`config.mk`:
```
export PLATFORM = sky130hd
export DESIGN_NAME = temperature_tone_wave_generator_top
export DESIGN_NICKNAME = d
export VERILOG_FILES = /design/src/ttwg_pkg.sv /design/src/ttwg_div.sv /design/src/temperature_tone_wave_generator_top.sv
export SDC_FILE = /design/constraint.sdc
export NUM_CORES = 2
export LEC_CHECK = 0
export BUFFER_PORTS_ARGS = -buffer_cell sky130_fd_sc_hd__buf_2
export CELL_PAD_IN_SITES_DETAIL_PLACEMENT = 0
export CELL_PAD_IN_SITES_GLOBAL_PLACEMENT = 1
export CORE_MARGIN = 2
export CORE_UTILIZATION = 30
export CTS_BUF_LIST = sky130_fd_sc_hd__clkbuf_4 sky130_fd_sc_hd__clkbuf_8
export CTS_CLUSTER_SIZE = 25
export DETAILED_ROUTE_END_ITERATION = 16
export GPL_TIMING_DRIVEN = 0
export PLACE_DENSITY = 0.53
export SYNTH_ARGS = -nofsm -noshare
export SYNTH_HDL_FRONTEND = slang
export SYNTH_HIERARCHICAL = 1
export SYNTH_SLANG_ARGS = --single-unit
export TNS_END_PERCENT = 30
```
`constraint.sdc`:
```
create_clock -name clk -period 25 [get_ports clk]
set_clock_uncertainty 0.05 [all_clocks]
set_input_delay 5 -clock clk [delete_from_list [all_inputs] [get_ports clk]]
set_output_delay 5 -clock clk [all_outputs]
set_load 0.03 [all_outputs]
```
`src/ttwg_pkg.sv`:
```
// Package with types, constants and helper functions for the tone wave generator.
package ttwg_pkg;

  // Table length and phase table depth, both powers of two.
  localparam int TABLE_STEPS    = 16;
  localparam int SINE_LUT_DEPTH = 256;

  typedef enum logic [1:0] {
    MODE_BOOT  = 2'd0,
    MODE_THERM = 2'd1,
    MODE_TABLE = 2'd2,
    MODE_RSVD  = 2'd3
  } mode_t;

  typedef enum logic [2:0] {
    CFG_CAL_LOW  = 3'd0,
    CFG_CAL_HIGH = 3'd1,
    CFG_REF_CAL  = 3'd2,
    CFG_TONE_LOW = 3'd3,
    CFG_TONE_HIGH = 3'd4
  } cfg_idx_t;

  typedef enum logic [3:0] {
    ST_IDLE,
    ST_DIV,
    ST_STEP,
    ST_SPK,
    ST_RCP1,
    ST_RCP2,
    ST_RCP3,
    ST_TONE,
    ST_OUT
  } state_t;

  // Divider request/status between sequencer and divider.
  typedef struct packed {
    logic        start;
    logic [63:0] num;
    logic [63:0] den;
  } div_req_t;

  typedef struct packed {
    logic        done;
    logic [63:0] quo;
  } div_rsp_t;

  localparam logic [31:0] RESET_STEP = 32'd214748365;
  localparam logic [63:0] Q30_ONE    = 64'd1073741824;

  // Truncating Q30 product on magnitudes with sign.
  function automatic logic signed [63:0] qmul(input logic signed [63:0] a,
                                               input logic signed [63:0] b);
    logic [63:0]  ua;
    logic [63:0]  ub;
    logic [127:0] p;
    logic [63:0]  pt;
    ua = a[63] ? 64'(-a) : 64'(a);
    ub = b[63] ? 64'(-b) : 64'(b);
    p  = ua * ub;
    pt = p[93:30];
    qmul = (a[63] != b[63]) ? -$signed(pt) : $signed(pt);
  endfunction

  // Sine code for point k of a circle of n = 2^lg points.
  function automatic logic [11:0] sine_code(input logic [31:0] k, input int lg);
    logic [33:0]        k4;
    logic [1:0]         q;
    logic [33:0]        r;
    logic signed [63:0] f;
    logic signed [63:0] g;
    logic signed [63:0] g2;
    logic signed [63:0] s;
    logic signed [63:0] y;
    logic [63:0]        tot;
    logic [75:0]        prod;
    k4 = {k, 2'b00};
    q  = 2'(k4 >> lg);
    r  = k4 & ((34'd1 << lg) - 34'd1);
    f  = $signed(64'({r, 30'd0} >> lg));
    g  = q[0] ? $signed(Q30_ONE) - f : f;
    if (g >= $signed(Q30_ONE)) begin
      y = $signed(Q30_ONE);
    end else if (g <= 0) begin
      y = 0;
    end else begin
      g2 = qmul(g, g);
      s = 64'sd172272;
      s = -64'sd5026995 + qmul(s, g2);
      s = 64'sd85569306 + qmul(s, g2);
      s = -64'sd693598671 + qmul(s, g2);
      s = 64'sd1686629713 + qmul(s, g2);
      y = qmul(s, g);
      if (y > $signed(Q30_ONE)) y = $signed(Q30_ONE);
      if (y < 0) y = 0;
    end
    if (q[1]) y = -y;
    tot  = 64'($signed(Q30_ONE) + y);
    prod = 76'(tot) * 76'd4095;
    sine_code = prod[42:31];
  endfunction

endpackage

```
`src/ttwg_div.sv`:
```
// Restoring divider, one quotient bit per cycle.
module ttwg_div (
  input  logic               clk,
  input  logic               rst_n,
  input  ttwg_pkg::div_req_t req,
  output ttwg_pkg::div_rsp_t rsp
);
  import ttwg_pkg::*;

  logic [63:0] quo_r, quo_nxt;
  logic [63:0] rem_r, rem_nxt;
  logic [63:0] den_r, den_nxt;
  logic [6:0]  cnt_r, cnt_nxt;
  logic        busy_r, busy_nxt;
  logic        done_r, done_nxt;
  logic [64:0] trial;

  // One shift and subtract per cycle.
  always_comb begin
    quo_nxt  = quo_r;
    rem_nxt  = rem_r;
    den_nxt  = den_r;
    cnt_nxt  = cnt_r;
    busy_nxt = busy_r;
    done_nxt = 1'b0;
    trial    = {rem_r, quo_r[63]} - {1'b0, den_r};
    if (req.start) begin
      quo_nxt  = req.num;
      rem_nxt  = '0;
      den_nxt  = req.den;
      cnt_nxt  = 7'd64;
      busy_nxt = 1'b1;
    end else if (busy_r) begin
      if (!trial[64]) begin
        rem_nxt = trial[63:0];
        quo_nxt = {quo_r[62:0], 1'b1};
      end else begin
        rem_nxt = {rem_r[62:0], quo_r[63]};
        quo_nxt = {quo_r[62:0], 1'b0};
      end
      cnt_nxt = cnt_r - 7'd1;
      if (cnt_r == 7'd1) begin
        busy_nxt = 1'b0;
        done_nxt = 1'b1;
      end
    end
  end

  always_ff @(posedge clk) begin
    if (!rst_n) begin
      busy_r <= 1'b0;
      done_r <= 1'b0;
      cnt_r  <= '0;
    end else begin
      busy_r <= busy_nxt;
      done_r <= done_nxt;
      cnt_r  <= cnt_nxt;
    end
    quo_r <= quo_nxt;
    rem_r <= rem_nxt;
    den_r <= den_nxt;
  end

  assign rsp.done = done_r;
  assign rsp.quo  = quo_r;

endmodule

```
`src/temperature_tone_wave_generator_top.sv`:
```
// Top level: tick sequencer, state registers and result register.
// An input transaction passes ST_DIV, ST_SPK and ST_OUT in init or fixed mode, plus
// ST_RCP1 to ST_RCP3 and ST_TONE in temperature mode; a sensor update adds the
// temperature division in the 64-step divider (ST_STEP). One transaction at a
// time: in_tready is low from acceptance until the result is taken. Reset (rst_n,
// synchronous, active low) sets all registers but spk_r, tone_r, sval_r, mul_r, rcp_r.
module temperature_tone_wave_generator_top (
  input  logic        clk,
  input  logic        rst_n,
  input  logic        in_tvalid,
  output logic        in_tready,
  // tdata: button_level[0], ref_reading[12:1], ref_valid[13],
  // sensor_reading[25:14], sensor_valid[26]
  input  logic [31:0] in_tdata,
  output logic        out_tvalid,
  input  logic        out_tready,
  // tdata: speaker_code[11:0], tone_code[23:12], led_on[24]
  output logic [31:0] out_tdata,
  input  logic        cfg_we,
  input  logic [2:0]  cfg_index,
  input  logic [11:0] cfg_data
);
  import ttwg_pkg::*;

  localparam int TW  = $clog2(TABLE_STEPS);
  localparam int SLG = $clog2(SINE_LUT_DEPTH);
  localparam int HALF = TABLE_STEPS / 2;
  localparam logic [11:0] SAW_INC = 12'(4095 / TABLE_STEPS);
  localparam logic [11:0] TRI_INC = 12'(4095 / HALF);
  // Reciprocals of 625 for a 21-bit and a 30-bit dividend.
  localparam logic [42:0] RCP_M1 = 43'd3435974;
  localparam logic [60:0] RCP_M2 = 61'd1759218605;

  logic [11:0] cal_lo_r, cal_hi_r, ref_cal_r;
  logic [8:0]  tone_lo_r, tone_hi_r;

  mode_t       mode_r, mode_nxt;
  logic [1:0]  wave_r, wave_nxt;
  logic        prev_btn_r, prev_btn_nxt;
  logic [TW-1:0] tidx_r, tidx_nxt;
  logic [31:0] acc_r, acc_nxt;
  logic [31:0] step_r, step_nxt;
  logic [11:0] lref_r, lref_nxt;
  logic signed [15:0] temp_r, temp_nxt;
  state_t      st_r, st_nxt;
  logic [11:0] spk_r, spk_nxt;
  logic [11:0] tone_r, tone_nxt;
  logic        ovld_r, ovld_nxt;
  logic        sens_r, sens_nxt;
  logic [11:0] sval_r, sval_nxt;
  logic        neg_r, neg_nxt;
  logic signed [63:0] mul_r, mul_nxt;
  logic [11:0] rcp_r, rcp_nxt;

  div_req_t dreq;
  div_rsp_t drsp;

  ttwg_div u_div (.clk(clk), .rst_n(rst_n), .req(dreq), .rsp(drsp));

  // Input field slices.
  logic        btn;
  logic [11:0] rref, rsens;
  logic        rok, sok;
  assign btn   = in_tdata[0];
  assign rref  = in_tdata[12:1];
  assign rok   = in_tdata[13];
  assign rsens = in_tdata[25:14];
  assign sok   = in_tdata[26];

  // Constant sine tables for the phase and for the fixed sine wave.
  logic [11:0] sine_lut [SINE_LUT_DEPTH];
  logic [11:0] tbl_sine [TABLE_STEPS];

  for (genvar gi = 0; gi < SINE_LUT_DEPTH; gi++) begin : g_sine_lut
    assign sine_lut[gi] = sine_code(32'(gi), SLG);
  end

  for (genvar gj = 0; gj < TABLE_STEPS; gj++) begin : g_tbl_sine
    assign tbl_sine[gj] = sine_code(32'(gj), TW);
  end

  // Configuration writes.
  always_ff @(posedge clk) begin
    if (!rst_n) begin
      cal_lo_r  <= 12'd1034;
      cal_hi_r  <= 12'd1370;
      ref_cal_r <= 12'd1655;
      tone_lo_r <= 9'd200;
      tone_hi_r <= 9'd500;
    end else if (cfg_we) begin
      case (cfg_index)
        CFG_CAL_LOW:   cal_lo_r  <= cfg_data;
        CFG_CAL_HIGH:  cal_hi_r  <= cfg_data;
        CFG_REF_CAL:   ref_cal_r <= cfg_data;
        CFG_TONE_LOW:  tone_lo_r <= cfg_data[8:0];
        CFG_TONE_HIGH: tone_hi_r <= cfg_data[8:0];
        default: ;
      endcase
    end
  end

  // Table value for the fixed and init modes.
  function automatic logic [11:0] table_val(input logic [1:0] sel, input logic [TW-1:0] j,
                                            input logic [11:0] sv);
    logic [11:0] jj;
    jj = 12'(j);
    if (sel == 2'd1) begin
      if (32'(j) < HALF) table_val = 12'(jj * TRI_INC);
      else table_val = 12'd4095 - 12'((jj - 12'(HALF)) * TRI_INC);
    end else if (sel == 2'd2) begin
      table_val = sv;
    end else begin
      table_val = 12'(jj * SAW_INC);
    end
  endfunction

  // Temperature terms, computed from registered state.
  logic signed [31:0] span;
  logic signed [63:0] num_t, den_t, n2;
  logic signed [63:0] quo_s, tq;
  logic signed [31:0] tcl;
  logic signed [31:0] fhz;
  logic [31:0] acc2;
  logic [SLG-1:0] kacc, kacc2;
  logic [42:0] pa;
  logic [29:0] nb;
  logic [60:0] pq;

  always_comb begin
    span  = 32'($signed({1'b0, cal_hi_r})) - 32'($signed({1'b0, cal_lo_r}));
    num_t = mul_r;
    den_t = 64'(span) * 64'($signed({1'b0, lref_r}));
    n2    = 64'sd2 * num_t + den_t;
    quo_s = neg_r ? -$signed(drsp.quo) : $signed(drsp.quo);
    tq    = quo_s + 64'sd480;
    tcl   = (temp_r < -16'sd640) ? -32'sd640 :
            (temp_r > 16'sd1920) ? 32'sd1920 : 32'(temp_r);
    fhz   = 32'($signed({1'b0, tone_lo_r})) * 32'sd2560 +
            (tcl + 32'sd640) * (32'($signed({1'b0, tone_hi_r})) -
                                32'($signed({1'b0, tone_lo_r})));
    // Step = floor((F * 2^20 + 312) / 625) split as F = 625 * a + b.
    pa    = 43'(mul_r[20:0]) * RCP_M1;
    nb    = {mul_r[9:0], 20'd0} + 30'd312;
    pq    = 61'(nb) * RCP_M2;
    acc2  = acc_r + step_r;
    kacc  = acc_r[31 -: SLG];
    kacc2 = acc2[31 -: SLG];
  end

  // Sequencer.
  always_comb begin
    st_nxt = st_r; mode_nxt = mode_r; wave_nxt = wave_r; prev_btn_nxt = prev_btn_r;
    tidx_nxt = tidx_r; acc_nxt = acc_r; step_nxt = step_r; lref_nxt = lref_r;
    temp_nxt = temp_r; spk_nxt = spk_r; tone_nxt = tone_r; ovld_nxt = ovld_r;
    sens_nxt = sens_r; sval_nxt = sval_r; neg_nxt = neg_r; mul_nxt = mul_r;
    rcp_nxt = rcp_r;
    dreq = '0;
    in_tready = (st_r == ST_IDLE) && !ovld_r;
    case (st_r)
      ST_IDLE: begin
        if (in_tvalid && in_tready) begin
          tone_nxt = sine_lut[kacc];
          acc_nxt  = acc_r + step_r;
          if (prev_btn_r && !btn) begin
            if (mode_r == MODE_BOOT) begin
              mode_nxt = MODE_THERM;
            end else begin
              mode_nxt = MODE_TABLE;
              case (wave_r)
                2'd0: wave_nxt = 2'd1;
                2'd1: wave_nxt = 2'd2;
                2'd2: wave_nxt = 2'd0;
                default: wave_nxt = 2'd1;
              endcase
            end
          end
          prev_btn_nxt = btn;
          if (rok && rref != 12'd0) lref_nxt = rref;
          sens_nxt = sok && (cal_hi_r > cal_lo_r);
          sval_nxt = rsens;
          st_nxt   = ST_DIV;
        end
      end
      ST_DIV: begin
        // Prepare the numerator product on a sensor update, then launch the temperature division; else go to ST_SPK.
        if (sens_r) begin
          mul_nxt = 64'sd1600 * (64'($signed({1'b0, sval_r})) *
                    64'($signed({1'b0, ref_cal_r})) -
                    64'($signed({1'b0, cal_lo_r})) * 64'($signed({1'b0, lref_r})));
          sens_nxt = 1'b0;
          neg_nxt  = 1'b1;
        end else if (neg_r) begin
          // floor division: negative numerators use ceil of magnitude
          neg_nxt = n2 < 0;
          dreq.start = 1'b1;
          dreq.num = (n2 < 0) ? 64'(-n2 + 2 * den_t - 64'sd1) : 64'(n2);
          dreq.den = 64'(2 * den_t);
          mul_nxt  = 64'sd1;
          st_nxt   = ST_STEP;
        end else begin
          st_nxt = ST_SPK;
        end
      end
      ST_STEP: begin
        if (mul_r == 64'sd1) begin
          mul_nxt = 64'sd0;
        end else if (drsp.done) begin
          if (tq > 64'sd32767) temp_nxt = 16'sh7fff;
          else if (tq < -64'sd32768) temp_nxt = -16'sh8000;
          else temp_nxt = 16'(tq);
          neg_nxt = 1'b0;
          st_nxt  = ST_SPK;
        end
      end
      ST_SPK: begin
        if (mode_r == MODE_THERM) begin
          mul_nxt = 64'(fhz);
          st_nxt  = ST_RCP1;
        end else begin
          spk_nxt = table_val((mode_r == MODE_TABLE) ? wave_r : 2'd0, tidx_r,
                              tbl_sine[tidx_r]);
          st_nxt  = ST_OUT;
        end
      end
      // Quotient of the tone frequency by 625.
      ST_RCP1: begin
        rcp_nxt = pa[42:31];
        st_nxt  = ST_RCP2;
      end
      // Remainder of the tone frequency by 625.
      ST_RCP2: begin
        mul_nxt = 64'(mul_r[20:0] - 21'(rcp_r) * 21'd625);
        st_nxt  = ST_RCP3;
      end
      // The remainder part stays below 2^20, so the two parts just join.
      ST_RCP3: begin
        step_nxt = {rcp_r, pq[59:40]};
        st_nxt   = ST_TONE;
      end
      ST_TONE: begin
        acc_nxt = acc2;
        spk_nxt = sine_lut[kacc2];
        st_nxt  = ST_OUT;
      end
      ST_OUT: begin
        tidx_nxt = tidx_r + TW'(1);
        ovld_nxt = 1'b1;
        st_nxt   = ST_IDLE;
      end
      default: st_nxt = ST_IDLE;
    endcase
    if (ovld_r && out_tready) ovld_nxt = 1'b0;
  end

  always_ff @(posedge clk) begin
    if (!rst_n) begin
      st_r <= ST_IDLE; mode_r <= MODE_BOOT; wave_r <= '0; prev_btn_r <= 1'b1;
      tidx_r <= '0; acc_r <= '0; step_r <= RESET_STEP; lref_r <= 12'd1655;
      temp_r <= '0; ovld_r <= 1'b0; sens_r <= 1'b0; neg_r <= 1'b0;
    end else begin
      st_r <= st_nxt; mode_r <= mode_nxt; wave_r <= wave_nxt; prev_btn_r <= prev_btn_nxt;
      tidx_r <= tidx_nxt; acc_r <= acc_nxt; step_r <= step_nxt; lref_r <= lref_nxt;
      temp_r <= temp_nxt; ovld_r <= ovld_nxt; sens_r <= sens_nxt; neg_r <= neg_nxt;
    end
    spk_r  <= spk_nxt;
    tone_r <= tone_nxt;
    sval_r <= sval_nxt;
    mul_r  <= mul_nxt;
    rcp_r  <= rcp_nxt;
  end

  assign out_tvalid = ovld_r;
  assign out_tdata  = {7'd0, (mode_r == MODE_THERM), tone_r, spk_r};

endmodule

```
* After elaboration in Yosys (flattened, before gate mapping)
Memories as Yosys holds them, arrays and structs flattened. A register that Yosys moved wholly into a read port is not among the register bits. Cells that the tools add are included.
Storage, ports and cells: flip-flop bits (word level) 426, memory bits (read-only) 6336, input port bits 52, output and inout bits 34, word-level logic and storage cells 200, memories 3
Operators by class: add/subtract/negate cells 19, multipliers 12, magnitude comparators 9, eq/ne operators 28, multiplexer cells 52, bitwise operators 9, reduce and logical (&&, ||, !) cells 39
Memories:
- (no name shown) | depth 256, bits a word 12, read ports 1, clocked after Yosys merged registers in 0, wr ports 0, line temperature_tone_wave_generator_top.sv:242 | spk_nxt = sine_lut[kacc2];
- (no name shown) | depth 256, bits a word 12, read ports 1, clocked after Yosys merged registers in 1, wr ports 0, line temperature_tone_wave_generator_top.sv:162 | tone_nxt = sine_lut[kacc];
- (no name shown) | depth 16, bits a word 12, read ports 1, clocked after Yosys merged registers in 0, wr ports 0, line temperature_tone_wave_generator_top.sv:221 | tbl_sine[tidx_r]);
Operator list (number):
- $mux 64 | 9
- $mux 129 | 3
- $pmux 64 s4 | 1
- $neg 64->64 | 2
- $mux 12 | 8
- $mux 32 | 3
- $sub 65x64->65 | 1
- $add 64x10->64 const B | 1
- $add 64x26->64 | 1
- $add 64x27->64 | 1
- $eq 64x2->1 const B | 1
- $gt 64x16->1 const B | 1
- $lt 64x1->1 const B | 1
- $lt 64x16->1 const B | 1
- $pmux 32 s2 | 1
- $sub 64x2->64 const B | 1
- $mul 30x31->60 const B | 1
- $mul 12x12->24 | 2
- $mul 21x21->42 const B | 1
- $add 22x32->32 | 1
- $add 32x11->32 const B | 1
- $add 32x32->32 | 1
- $mul 32x10->32 | 1
- $mux 16 | 2
- other kinds (59) | 122

* Logic depth before layout (Yosys ltp)
depth in word-level cells 11, depth in mapped cells 61, mapped depth without buffers 59

* By module
Netlist, hierarchy kept.
By module, submodules not included:
- temperature_tone_wave_generator_top | times used 1, cells each 8704, area an instance 71838.9 sq um, seq. area each 5795.6 sq um
- ttwg_div | times used 1, cells each 1193, area an instance 12020.3 sq um, seq. area each 5305.1 sq um

* Worst setup path before layout
No wires, ideal clock.
path kind register to register, from register cal_lo_r[2], to register u_div.quo_r[63] (data pin), library setup time 260 ps, arrival 14981 ps, required time 24690 ps, path slack 9710 ps, stages on the path, launching flop included 57, buffers on the path 3, clock period less this slack 15290 ps, cell sequence dfxtp_1 clkbuf_1 inv_1 ha_1 o21ai_0 a21boi_0 o21ai_0 a21boi_0 o21ai_0 a21boi_0 o21ai_0 a21boi_0 o21ai_0 nand2b_1 xor2_1 clkbuf_1 and2_1 fa_1 [21 not listed] a21oi_1 o21a_1 o211ai_1 nand2_1 clkbuf_1 inv_1 ha_1 a21o_1 a21oi_1 and3b_1 a211oi_1 nor3_1 o41ai_1 a211oi_1 o21ai_0 xnor2_1 nor2_1 mux2_2
RTL lines:
- start: declaration | line temperature_tone_wave_generator_top.sv:34 | logic [11:0] cal_lo_r, cal_hi_r, ref_cal_r;
- start signal: assignment | line temperature_tone_wave_generator_top.sv:92 | CFG_CAL_LOW: cal_lo_r <= cfg_data;
- end signal: assignment | line ttwg_div.sv:59 | quo_r <= quo_nxt;
- end: declaration | line ttwg_div.sv:10 | logic [63:0] quo_r, quo_nxt;

==> results.md <==
* Vias in the first global route at 74.3k
* WS Path Type: register to register
* Met1 WL at 152000 µm
* Post-synthesis area per instance at 8.47 µm²
* Layout cell share with drive strength beyond 1 at 0.0482
* Final hold vios at 0
* Worst-Margin Slew at 1.42 ns
* Drc violations at 0
* CTS Buf Count at 100
* Clock Latency Late Sink at 0.96 ns
* First-pass GRT wire length at 486000 µm
* Row count at 194
* Post-synthesis async set-or-reset flop share at 0
* Dpl ws at 7.93 ns
* TritonCTS clock tree: done
* Worst Hold Class: register to register
* Nets at 12.3k
* Pre-antenna DRT Iters at 8
* CP required at 25.53 ns
* WL final at 322000 µm
* Post-synth EDFFs at 213
* Gpl congestion at 0.961
* H-tree levels at 3
* CTS max path bufs at 4
* Cells after Synth at 9897
* Worst setup SP type: register
* Die X-Extent at 533 µm
* Maximum fanout along the worst path at 10
* Final HPWL DP at 264000 µm
* Num ports at 86
* Yosys reg bits at 448
* Clock transition at path regs at 0.06 ns
* Status: finished, final reports clean
* Drt wl/cell at 23.1 µm
* Post-CTS Setup Bufs at 0
* Achievable Freq at 0.0578 GHz
* Inst Count DP at 13.8k
* # resized after CTS at 0
* Final WS setup at 7.70 ns
* Crit path max-delay family: compound AO/OA/AOI/OAI gates
* Core area at 279000 µm²
* Iteration-0 DRC Markers at 4904
* CP max stage delay at 0.86 ns
* Post-Syn Area at 83900 µm²
* Final setup fails at 0
* Die H at 533 µm
* Via density at 5.16
* Fin crit period at 17.30 ns
* Fin cells at 14.0k
* CTS Root Cell: clkbuf_8
* RSZ-0062 raised after global routing: no
* CP endpoint kind: register
* Distinct cells, synth at 118
* Met3 wire len at 14600 µm
* All-Layer GR Usage at 0.225
* Top layer in use: met4
* Initial Utilization at 0.301
* Synthesis warning total at 6
* Arr. time, crit path at 17.83 ns
* # clock sinks at 448
* Die area at 284000 µm²
* Fin Setup TNS at 0 ns
* Met2 routed WL at 147000 µm
* Antenna-violating nets left at 0
* Port bufs at 73
* Top FF cell, synth: dfxtp_1
* Initial antenna violation count at 11
* Largest net degree at the start of global routing at 65
* Area growth, synth to finish at 9.32%
* Max-slew violation count at 0
* Sequential cell area fraction in the yosys report at 0.132
* Period utilisation layout at 0.692
* Buf+Inv Stages, Crit Path at 9
* Cell mode on critical path: o21ai_0
* CP max stage cell: xnor2_1
* Via Count at 72.1k
* Relative slew slack at 0.0511
* Overflow after GRT at 0
* Max Cap Viol at 0
* Hold_buf cts at 0
-- sequential cells by signal (all words and copies together) (netlist names), 2 cells and up --
name	cells
mul_r	37
step_r	32
wave_r	2
ref_cal_r	12
tone_hi_r	9
u_div/quo_r	64
cal_lo_r	12
cal_hi_r	12
tone_r	12
tone_lo_r	9
rcp_r	12
u_div/rem_r	64
u_div/cnt_r	7
spk_r	12
temp_r	16
mode_r	2
st_r	4
tidx_r	4
sval_r	12
u_div/den_r	64
lref_r	12
acc_r	32
-- stage by stage --
step / utilization / hold slack (ns) / cell area [µm²]
floorplan: - / 0.382 / 84100
global placement: 0.320 / 0.393 / 89200
detailed placement: 0.321 / 0.397 / 89600
CTS: 0.329 / 0.411 / 91700
global route: 0.329 / 0.425 / 91700
finish: 0.329 / 0.408 / 91700
-- logic make-up after synthesis --
| kind of cell | Yosys count | synth area share |
|---|---|---|
| AND/OR/NAND/NOR | 2751 | 0.155 |
| AO/OA/AOI/OAI | 2075 | 0.160 |
| adder cells (fa/ha/maj) | 2065 | 0.394 |
| buffers and inverters | 1921 | 0.0882 |
| XOR/XNOR | 476 | 0.0498 |
| flip-flops | 448 | 0.132 |
| multiplexers | 159 | 0.0207 |
| other | 2 | 0.0000896 |
-- cell usage after synthesis, types with 84 or more instances --
| cell type | count | area, µm² |
|---|---|---|
| clkbuf_1 | 371 | 1390 |
| xor2_1 | 178 | 1560 |
| ha_1 | 1107 | 13900 |
| a21o_1 | 138 | 1040 |
| edfxtp_1 | 213 | 6400 |
| o21ai_0 | 426 | 2130 |
| nor2b_1 | 84 | 526 |
| nand3_1 | 159 | 796 |
| xnor2_1 | 297 | 2600 |
| inv_1 | 1469 | 5510 |
| a21oi_1 | 600 | 3000 |
| nor2_1 | 650 | 2440 |
| fa_1 | 957 | 19200 |
| dfxtp_1 | 235 | 4700 |
| and2_1 | 227 | 1420 |
| o211ai_1 | 89 | 668 |
| mux2i_1 | 90 | 901 |
| nand2_1 | 991 | 3720 |
| a211oi_1 | 135 | 1010 |
| nor3_1 | 147 | 736 |
-- final timing paths --
check	from	endpoint	slack, ns	cells past startpoint
worst max register to register	cal_lo_r[2]	u_div/quo_r[63]	7.70	59
worst max-delay path	cal_lo_r[2]	u_div/quo_r[63]	7.70	59
worst min register to register	prev_btn_r	prev_btn_r	0.41	2
worst min-delay path	prev_btn_r	prev_btn_r	0.41	2
-- area by class of cell --
| type | count | area, µm² |
|---|---|---|
| Clock buffer | 138 | 1730 |
| Inverter | 1478 | 5550 |
| Buffer | 443 | 1860 |
| Timing Repair Buffer | 90 | 634 |
| Multi-Input combinational cell | 7604 | 65800 |
| Tap cell | 3724 | 4660 |
| Sequential cell | 448 | 11100 |
| Antenna cell | 5 | 12.5 |
| Fill cell | 29900 | 187000 |
| Clock inverter | 41 | 372 |
-- layer usage --
layer | up-vias | GRT usage
met1 | 36000 | 0.316
met5 | - | 0
li1 | 33900 | -
met2 | 1761 | 0.366
met4 | 0 | 0.0544
met3 | 394 | 0.0239
-- cell usage in the layout, fill, tap and decap left out, types with 53 or more instances in the layout --
cell type,instances
inv_1,1468
a21o_1,138
buf_2,89
a21oi_1,600
o211ai_1,89
nor2b_1,84
xnor2_1,289
clkbuf_1,365
nand3_1,159
o21a_1,61
mux2_2,64
o21ai_0,424
and2_1,226
nor2_1,649
mux2i_1,90
and3_1,53
clkbuf_8,111
ha_1,1107
nand2_1,990
o31ai_1,58
a31oi_1,80
conb_1,78
fa_1,957
dfxtp_1,235
xor2_1,177
edfxtp_1,213
or3_1,69
nand2b_1,83
a211oi_1,135
nand4_1,72
nor3_1,146
-- worst register-to-register path: cells and delay by family, from the launching register on --
family          cells  cell delay [ns]
simple gates       10             1.30
xor+xnor            3             1.33
buf+inv             9             2.04
mux                 1             0.28
compound gates     27             7.67
fa+ha+maj           9             3.79
flops               1             0.45
Power is not shown: default switching activity piles up to over one toggle a cycle in this logic, so the estimate is an artifact.
